File: src/hw/rtl/kwm_pkg.sv
// ============================================================================
// kwm_pkg
// Types and constants shared by the k-way sorted merge block.
// ============================================================================
`timescale 1ns / 1ps
`default_nettype none

package kwm_pkg;

    // Field widths fixed by the item format
    localparam int KEY_W     = 32;
    localparam int LANE_W    = 3;
    localparam int MAX_LANES = 8;

    // Default configuration
    localparam int LANES_DEF      = 8;
    localparam int LANE_DEPTH_DEF = 8;

    // One input transfer
    typedef struct packed {
        logic [LANE_W-1:0]       lane;
        logic signed [KEY_W-1:0] key;
        logic                    has_element;
        logic                    last;
    } item_t;

    // One result transfer
    typedef struct packed {
        logic signed [KEY_W-1:0] key_res;
        logic                    last_res;
        logic                    empty_res;
        logic                    overflow;
    } result_t;

    // Outcome of the head minimum search
    typedef struct packed {
        logic              found;
        logic [LANE_W-1:0] lane;
    } sel_t;

    // Sequencer states
    typedef enum logic [1:0] {
        ST_IDLE,
        ST_FILL,
        ST_WAIT,
        ST_PICK
    } state_t;

endpackage : kwm_pkg

`default_nettype wire

File: src/hw/rtl/k_way_sorted_merge.sv
// ============================================================================
// k_way_sorted_merge
// Loads up to LANES ascending key sequences and merges them into one run.
// ============================================================================
// Usage:
//   Input: an item transfers on a rising edge with start high and busy low.
//   Each item carries a lane, a key, has_element and last. Elements go into
//   one shared RAM, LANE_DEPTH slots per lane; a full lane drops the element
//   and flags overflow on every result of that merge. Lanes at or above
//   LANES are ignored. Loading takes one item per cycle.
//   The item with last set starts the merge and raises busy. The merge first
//   reads the head of every lane from the RAM, then emits results by turns
//   of two steps: a pick step chooses the smallest head through a compare
//   tree and issues the RAM read of that lane's next element, and a wait
//   step lets the registered RAM read land in the head register. An empty
//   load gives one result with empty_res set, in the cycle after the last
//   item, and no busy period.
//   Output: each result is on result for one cycle with strobe high; the
//   receiver cannot stall it. last_res marks the final result.
//   Reset clears counts, cursors, the overflow flag and the sequencer; the
//   RAM holds no reset value and is read only where written in this load.
// ============================================================================
`timescale 1ns / 1ps
`default_nettype none

module k_way_sorted_merge #(
    parameter int LANES      = kwm_pkg::LANES_DEF,
    parameter int LANE_DEPTH = kwm_pkg::LANE_DEPTH_DEF
) (
    input  wire logic          clk,
    input  wire logic          rst_n,
    input  wire logic          start,
    output logic               busy,
    input  wire kwm_pkg::item_t item,
    output logic               strobe,
    output kwm_pkg::result_t   result
);

    localparam int LIW   = (LANES > 1) ? $clog2(LANES) : 1;
    localparam int CW    = $clog2(LANE_DEPTH + 1);
    localparam int DEPTH = LANES * LANE_DEPTH;
    localparam int AW    = (DEPTH > 1) ? $clog2(DEPTH) : 1;
    localparam int TW    = $clog2(DEPTH + 1);

    kwm_pkg::state_t state_reg, state_next;

    logic [CW-1:0]  cnt_reg  [LANES];
    logic [CW-1:0]  cnt_next [LANES];
    logic [CW-1:0]  pos_reg  [LANES];
    logic [CW-1:0]  pos_next [LANES];
    logic [TW-1:0]  total_reg, total_next;
    logic           ovf_reg, ovf_next;
    logic [LIW-1:0] fill_reg, fill_next;
    logic [LIW-1:0] rd_lane_reg, rd_lane_next;
    logic           rd_pend_reg, rd_pend_next;
    logic           strobe_reg, strobe_next;
    kwm_pkg::result_t res_reg, res_next;

    logic signed [kwm_pkg::KEY_W-1:0] head_reg [LANES];

    // RAM ports
    logic                      ram_we;
    logic [AW-1:0]             ram_waddr;
    logic                      ram_re;
    logic [AW-1:0]             ram_raddr;
    logic [kwm_pkg::KEY_W-1:0] ram_rdata;

    // Head search
    logic [kwm_pkg::MAX_LANES-1:0]    head_valid;
    logic signed [kwm_pkg::KEY_W-1:0] head_keys [kwm_pkg::MAX_LANES];
    kwm_pkg::sel_t                    sel;

    logic [LIW-1:0] in_lane;
    logic           in_range;
    logic [LIW-1:0] best;
    logic [CW-1:0]  pos_inc;

    function automatic logic [AW-1:0] addr_of(input logic [LIW-1:0] l,
                                              input logic [CW-1:0]  p);
        addr_of = AW'(l) * AW'(LANE_DEPTH) + AW'(p);
    endfunction

    assign in_lane  = item.lane[LIW-1:0];
    assign in_range = int'(item.lane) < LANES;
    assign best     = sel.lane[LIW-1:0];
    assign pos_inc  = pos_reg[best] + 1'b1;

    // Element store
    kwm_ram #(
        .WIDTH (kwm_pkg::KEY_W),
        .DEPTH (DEPTH)
    ) u_store (
        .clk   (clk),
        .we    (ram_we),
        .waddr (ram_waddr),
        .wdata (item.key),
        .re    (ram_re),
        .raddr (ram_raddr),
        .rdata (ram_rdata)
    );

    // Lane heads into the compare tree; unused leaves stay invalid
    for (genvar g = 0; g < kwm_pkg::MAX_LANES; g++)
    begin : g_leaf
        if (g < LANES)
        begin : g_used
            assign head_valid[g] = pos_reg[g] < cnt_reg[g];
            assign head_keys[g]  = head_reg[g];
        end
        else
        begin : g_unused
            assign head_valid[g] = 1'b0;
            assign head_keys[g]  = '0;
        end
    end

    kwm_min_select u_min (
        .valid (head_valid),
        .keys  (head_keys),
        .sel   (sel)
    );

    // Sequencer registers
    always_ff @(posedge clk or negedge rst_n)
    begin
        if (!rst_n)
        begin
            state_reg   <= kwm_pkg::ST_IDLE;
            total_reg   <= '0;
            ovf_reg     <= 1'b0;
            fill_reg    <= '0;
            rd_lane_reg <= '0;
            rd_pend_reg <= 1'b0;
            strobe_reg  <= 1'b0;
            for (int i = 0; i < LANES; i++)
            begin
                cnt_reg[i] <= '0;
                pos_reg[i] <= '0;
            end
        end
        else
        begin
            state_reg   <= state_next;
            total_reg   <= total_next;
            ovf_reg     <= ovf_next;
            fill_reg    <= fill_next;
            rd_lane_reg <= rd_lane_next;
            rd_pend_reg <= rd_pend_next;
            strobe_reg  <= strobe_next;
            cnt_reg     <= cnt_next;
            pos_reg     <= pos_next;
        end
    end

    // Payload registers: result and lane heads
    always_ff @(posedge clk)
    begin
        res_reg <= res_next;
        if (rd_pend_reg)
        begin
            head_reg[rd_lane_reg] <= ram_rdata;
        end
    end

    // Next state and RAM control
    always_comb
    begin
        state_next   = state_reg;
        cnt_next     = cnt_reg;
        pos_next     = pos_reg;
        total_next   = total_reg;
        ovf_next     = ovf_reg;
        fill_next    = fill_reg;
        rd_lane_next = rd_lane_reg;
        rd_pend_next = 1'b0;
        strobe_next  = 1'b0;
        res_next     = res_reg;
        ram_we       = 1'b0;
        ram_waddr    = addr_of(in_lane, '0);
        ram_re       = 1'b0;
        ram_raddr    = '0;
        busy         = 1'b1;

        case (state_reg)
            kwm_pkg::ST_IDLE:
            begin
                busy = 1'b0;
                if (start)
                begin
                    // store or drop the element
                    if (item.has_element && in_range)
                    begin
                        if (cnt_reg[in_lane] < CW'(LANE_DEPTH))
                        begin
                            ram_we             = 1'b1;
                            ram_waddr          = addr_of(in_lane, cnt_reg[in_lane]);
                            cnt_next[in_lane]  = cnt_reg[in_lane] + 1'b1;
                            total_next         = total_reg + 1'b1;
                        end
                        else
                        begin
                            ovf_next = 1'b1;
                        end
                    end
                    if (item.last)
                    begin
                        if (total_next == '0)
                        begin
                            // empty load: single flagged result
                            strobe_next        = 1'b1;
                            res_next.key_res   = '0;
                            res_next.last_res  = 1'b1;
                            res_next.empty_res = 1'b1;
                            res_next.overflow  = ovf_next;
                            ovf_next           = 1'b0;
                        end
                        else
                        begin
                            fill_next  = '0;
                            state_next = kwm_pkg::ST_FILL;
                        end
                    end
                end
            end

            kwm_pkg::ST_FILL:
            begin
                // fetch the first element of each non-empty lane
                ram_re       = cnt_reg[fill_reg] != '0;
                ram_raddr    = addr_of(fill_reg, '0);
                rd_pend_next = ram_re;
                rd_lane_next = fill_reg;
                if (fill_reg == LIW'(LANES - 1))
                begin
                    state_next = kwm_pkg::ST_WAIT;
                end
                else
                begin
                    fill_next = fill_reg + 1'b1;
                end
            end

            kwm_pkg::ST_WAIT:
            begin
                // read data lands in the head register this cycle
                state_next = kwm_pkg::ST_PICK;
            end

            kwm_pkg::ST_PICK:
            begin
                strobe_next        = 1'b1;
                res_next.key_res   = head_reg[best];
                res_next.last_res  = total_reg == TW'(1);
                res_next.empty_res = 1'b0;
                res_next.overflow  = ovf_reg;
                pos_next[best]     = pos_inc;
                total_next         = total_reg - 1'b1;
                // refill the winning lane's head
                ram_re       = pos_inc < cnt_reg[best];
                ram_raddr    = addr_of(best, pos_inc);
                rd_pend_next = ram_re;
                rd_lane_next = best;
                if (total_reg == TW'(1))
                begin
                    // merge done: clear for the next load
                    for (int i = 0; i < LANES; i++)
                    begin
                        cnt_next[i] = '0;
                        pos_next[i] = '0;
                    end
                    ovf_next     = 1'b0;
                    rd_pend_next = 1'b0;
                    ram_re       = 1'b0;
                    state_next   = kwm_pkg::ST_IDLE;
                end
                else
                begin
                    state_next = kwm_pkg::ST_WAIT;
                end
            end

            default:
            begin
                state_next = kwm_pkg::ST_IDLE;
            end
        endcase
    end

    assign strobe = strobe_reg;
    assign result = res_reg;

    // ------------------------------------------------------------------
    // Assertions
    // ------------------------------------------------------------------

    // a final result leaves the block ready for the next load
    a_last_idle: assert property (@(posedge clk) disable iff (!rst_n)
        strobe && result.last_res |-> !busy)
        else $error("block busy after final result");

    // an empty result is always the only one
    a_empty_last: assert property (@(posedge clk) disable iff (!rst_n)
        strobe && result.empty_res |-> result.last_res)
        else $error("empty result without last flag");

    // picking needs a valid head and elements left
    a_pick_found: assert property (@(posedge clk) disable iff (!rst_n)
        state_reg == kwm_pkg::ST_PICK |-> sel.found && (total_reg != '0))
        else $error("pick with no valid lane head");

    // read data is only captured while heads are being loaded
    a_rd_window: assert property (@(posedge clk) disable iff (!rst_n)
        rd_pend_reg |-> (state_reg == kwm_pkg::ST_FILL || state_reg == kwm_pkg::ST_WAIT))
        else $error("head capture outside fill or wait");

endmodule : k_way_sorted_merge

`default_nettype wire

File: src/hw/rtl/kwm_ram.sv
// ============================================================================
// kwm_ram
// Generic single-write, single-read RAM with a registered read port.
// ============================================================================
`timescale 1ns / 1ps
`default_nettype none

module kwm_ram #(
    parameter int WIDTH = 32,
    parameter int DEPTH = 64
) (
    input  wire logic                                   clk,
    input  wire logic                                   we,
    input  wire logic [((DEPTH > 1) ? $clog2(DEPTH) : 1)-1:0] waddr,
    input  wire logic [WIDTH-1:0]                       wdata,
    input  wire logic                                   re,
    input  wire logic [((DEPTH > 1) ? $clog2(DEPTH) : 1)-1:0] raddr,
    output logic      [WIDTH-1:0]                       rdata
);

    logic [WIDTH-1:0] mem [DEPTH];

    // Write port
    always_ff @(posedge clk)
    begin
        if (we)
        begin
            mem[waddr] <= wdata;
        end
    end

    // Registered read port
    always_ff @(posedge clk)
    begin
        if (re)
        begin
            rdata <= mem[raddr];
        end
    end

endmodule : kwm_ram

`default_nettype wire

File: src/hw/rtl/kwm_min_select.sv
// ============================================================================
// kwm_min_select
// Three-level compare tree that finds the smallest valid lane head.
// Ties resolve to the lower lane.
// ============================================================================
`timescale 1ns / 1ps
`default_nettype none

module kwm_min_select (
    input  wire logic [kwm_pkg::MAX_LANES-1:0]   valid,
    input  wire logic signed [kwm_pkg::KEY_W-1:0] keys [kwm_pkg::MAX_LANES],
    output kwm_pkg::sel_t                        sel
);

    logic                              v1 [4];
    logic signed [kwm_pkg::KEY_W-1:0]  k1 [4];
    logic [kwm_pkg::LANE_W-1:0]        l1 [4];
    logic                              v2 [2];
    logic signed [kwm_pkg::KEY_W-1:0]  k2 [2];
    logic [kwm_pkg::LANE_W-1:0]        l2 [2];
    logic                              take_r;

    // right side wins only when strictly smaller, so ties keep the lower lane
    function automatic logic pick_right(
        input logic                             va,
        input logic signed [kwm_pkg::KEY_W-1:0] ka,
        input logic                             vb,
        input logic signed [kwm_pkg::KEY_W-1:0] kb
    );
        pick_right = vb && (!va || (kb < ka));
    endfunction

    always_comb
    begin
        // first level: pairs of lanes
        for (int i = 0; i < 4; i++)
        begin
            if (pick_right(valid[2*i], keys[2*i], valid[2*i+1], keys[2*i+1]))
            begin
                k1[i] = keys[2*i+1];
                l1[i] = kwm_pkg::LANE_W'(2*i+1);
            end
            else
            begin
                k1[i] = keys[2*i];
                l1[i] = kwm_pkg::LANE_W'(2*i);
            end
            v1[i] = valid[2*i] | valid[2*i+1];
        end
        // second level
        for (int i = 0; i < 2; i++)
        begin
            if (pick_right(v1[2*i], k1[2*i], v1[2*i+1], k1[2*i+1]))
            begin
                k2[i] = k1[2*i+1];
                l2[i] = l1[2*i+1];
            end
            else
            begin
                k2[i] = k1[2*i];
                l2[i] = l1[2*i];
            end
            v2[i] = v1[2*i] | v1[2*i+1];
        end
        // root
        take_r    = pick_right(v2[0], k2[0], v2[1], k2[1]);
        sel.found = v2[0] | v2[1];
        sel.lane  = take_r ? l2[1] : l2[0];
    end

endmodule : kwm_min_select

`default_nettype wire
File: config.mk
export PLATFORM = sky130hd
export DESIGN_NAME = k_way_sorted_merge
export DESIGN_NICKNAME = d
export VERILOG_FILES = /design/src/hw/rtl/kwm_pkg.sv /design/src/hw/rtl/k_way_sorted_merge.sv /design/src/hw/rtl/kwm_ram.sv /design/src/hw/rtl/kwm_min_select.sv
export SDC_FILE = /design/constraint.sdc
export NUM_CORES = 2
export LEC_CHECK = 0
export BUFFER_PORTS_ARGS = -buffer_cell sky130_fd_sc_hd__buf_4
export CAP_MARGIN = 15
export CORE_ASPECT_RATIO = 0.75
export CORE_MARGIN = 2
export CORE_UTILIZATION = 26
export DETAILED_ROUTE_END_ITERATION = 10
export GPL_ROUTABILITY_DRIVEN = 0
export GPL_TIMING_DRIVEN = 1
export PLACE_DENSITY = 0.46
export SLEW_MARGIN = 25
export SYNTH_ARGS = -nofsm -noshare
export SYNTH_HDL_FRONTEND = slang
export SYNTH_SLANG_ARGS = --single-unit
File: constraint.sdc
create_clock -name clk -period 11.7 [get_ports clk]
set_input_delay 0.585 -clock clk [delete_from_list [all_inputs] [get_ports clk]]
set_output_delay 0.585 -clock clk [all_outputs]
set_load 0.01 [all_outputs]
==> impl_results.md <==
- Top cells by area, synth: edfxtp_1, mux2i_1, ha_1
- Syn-to-layout area delta: 19.88%
- Critical path class: reg -> reg
- Min Clock Period, post-route: between 10 and 15 ns
- Worst EP arrival: 12.05 ns
- DRT iter0 DRCs: 8300
- Max FO, Critical Path: 21
- Final Slew Violations: 0
- # fillers: approximately 40000
- Worst-Margin Slew: 1.151 ns
- Slowest-stage cell, CP: a211oi_2
- Most used cell, CP: buf_4
- Post-Syn Area: 0.1058 mm^2
- HP Class: in -> reg
- Core box area: 0.4044 mm^2
- Initial cell density of the core: 26.17%
- Largest register FFs: 2048
- Root Driver: clkbuf_16
- CTS tree: yes
- Async SR Flop Fraction: 3.343%
- DR pass1 iterations: 6
- DR WL/cell: approximately 27 um
- Die area: just over 0.4 mm^2
- Hpwl dp: 228500 um
- TritonCTS Buffers: about 250
- Fmax: a little under 90 MHz
- Post-route DRC: 0
- CTS H-tree lvls: 4
- Vias in the first global route: 66847
- Num rows: between 200 and 250
- Fin. Hold Viols: 0
- Post-DP Area: between 0.1 and 0.15 mm^2
- RSZ-0062 raised after global routing: no
- Final ANT Viol Nets: 0
- Worst hold slack: 0.1030 ns
- Clk_skew: 0.1464 ns
- Grt ovf: 0
- Mean Syn Cell Area: 14.12 um^2
- IO buf count: between 70 and 80
- Initial antenna violation count: 22
- First-pass GRT wire length: 518700 um
- I/O Pins: 77
- Data required time of the worst path: 12.29 ns
- Clock Sinks: 2453
- Startpoint types: flop
- Post-synth top cells: edfxtp_1, nand2_1, mux2i_1, nor2_1, o21ai_0
- Setup TNS: 0 ns
- Distinct cells, synth: 94
- Synth Flop Type: edfxtp_1
- Clk_lat worst skew: 0.97 ns
- Largest net degree at the start of global routing: 164
- CP Capture Type: flop
- Rel. slew slack: 23.27%
- Critical Path Max Stage Delay: 0.73 ns
- Vias per inst: 5.085
- Chip Height: 556.5 um
- Status: complete, no violations
- Cell with the most instances after synthesis: edfxtp_1
- Post-synth top area cell: edfxtp_1
- Post-Synthesis Net Count: 7791
- Clock slew at reported path FFs: 0.07 ns
- EDFF count, synth: approximately 2400
- Max-Cap Viols: 0
- Final worst-path cycle share: 97.90%
- Final Cell Area: 0.1269 mm^2
- Routed WL: 370500 um
- Top cell type's share of synthesized area: between 60% and 70%
- Die width: 740.7 um
- Total track usage: 17.34%
- Share of layout cells above drive strength 1: between 15 and 20%
- FF+latch count, synth: roughly 2500
- Vias: 69297
- Syn. warnings: 0
- Clk buf depth: 4
- Setup-failing EPs final: 0
- Post-synthesis cell count: around 7500
- Final net count: roughly 8300
- Sequential fraction of the synthesis area: 69.22%
-- critical path, delay by kind of cell (launching register included) --
family	cells	cell delay [ns]
compound gates	18	4.05
simple gates	11	2.31
buf+inv	9	1.77
fa+ha+maj	4	1.38
mux	3	1.00
flops	1	0.47
xor+xnor	1	0.11
-- metal layers --
layer | part of all wire [%] | track usage [%] | wire (um)
met5 | 0.0038 | 0 | 14
met4 | 1.8 | 3.120 | 6596
met3 | 7.8 | 3.104 | 28880
met2 | 43 | 25.93 | 159000
met1 | 47 | 26.29 | 176000
-- final timing paths --
kind                                 start                 to  slack (ns)  cells past startpoint
setup / recovery           head_reg[1][27]  u_store.rdata[21]        0.25                     46
hold / removal                       start             strobe        0.10                      3
setup reg to reg           head_reg[1][27]  u_store.rdata[21]        0.25                     46
hold reg to reg                    ovf_reg            ovf_reg        0.49                      1
max in group asynchronous            rst_n       total_reg[5]       10.72                      2
min in group asynchronous            rst_n         pos_reg[2]        0.38                      2
-- per-stage QoR --
stage | util (%) | setup WS, ns | cells
2_1_floorplan | - | 0.1432 | 7494
3_3_place_gp | 29.19 | -0.7810 | 13156
3_5_place_dp | 29.20 | -0.4993 | 13156
4_1_cts | 31.28 | 0.01539 | 13615
5_1_grt | 31.37 | 0.006770 | 13624
6_report | 31.37 | 0.2458 | 13629
-- cells in the final DEF, fill, tap and decap left out, types with 83 or more instances in the layout --
cell and instances:
mux2i_1 498, nor2_1 292, or3_1 124, ha_1 255, clkbuf_16 250, edfxtp_1 2371, and3_1 165, buf_12 105
o211ai_1 140, buf_4 622, nand2_1 831, o22ai_1 183, inv_1 179, nand3_1 114, o21ai_0 354, a211oi_1 163
a31oi_1 83, a21oi_1 258
-- final cells by class --
cell class | instances | area, um^2 | area share, %
Timing Repair Buffer | 733 | 6854 | 5.403
Clock buffer | 291 | 6480 | 5.108
Multi-Input combinational cell | 4393 | 30970 | 24.41
Clock inverter | 165 | 1817 | 1.432
Inverter | 183 | 715.7 | 0.5641
Tap cell | 5406 | 6764 | 5.332
Antenna cell | 5 | 12.51 | 0.009862
Sequential cell | 2453 | 73250 | 57.74
-- kinds of logic (layout without fill, tap and decap cells) --
family | Yosys count | after routing | synth area share [%]
AO/OA/AOI/OAI | 1697 | 1697 | 10.80
XOR/XNOR | 18 | 18 | 0.1809
adder cells (fa/ha/maj) | 257 | 257 | 3.039
buffers and inverters | 648 | 1372 | 2.514
flip-flops | 2453 | 2453 | 69.22
multiplexers | 605 | 605 | 6.514
other | 0 | 5 | 0
AND/OR/NAND/NOR | 1816 | 1816 | 7.736
-- repair_timing --
action,4_1_cts,5_1_grt
hold endpoints to repair,82,0
pin swaps,1,9
buffers inserted,2,7
hold buffers,1,0
endpoints found under the setup margin,27,62
resized for setup,11,43
gates cloned,0,0
Power is left out: the tool's default activity adds up to more than one toggle a clock period on the data nets, which glitch-free logic cannot reach.
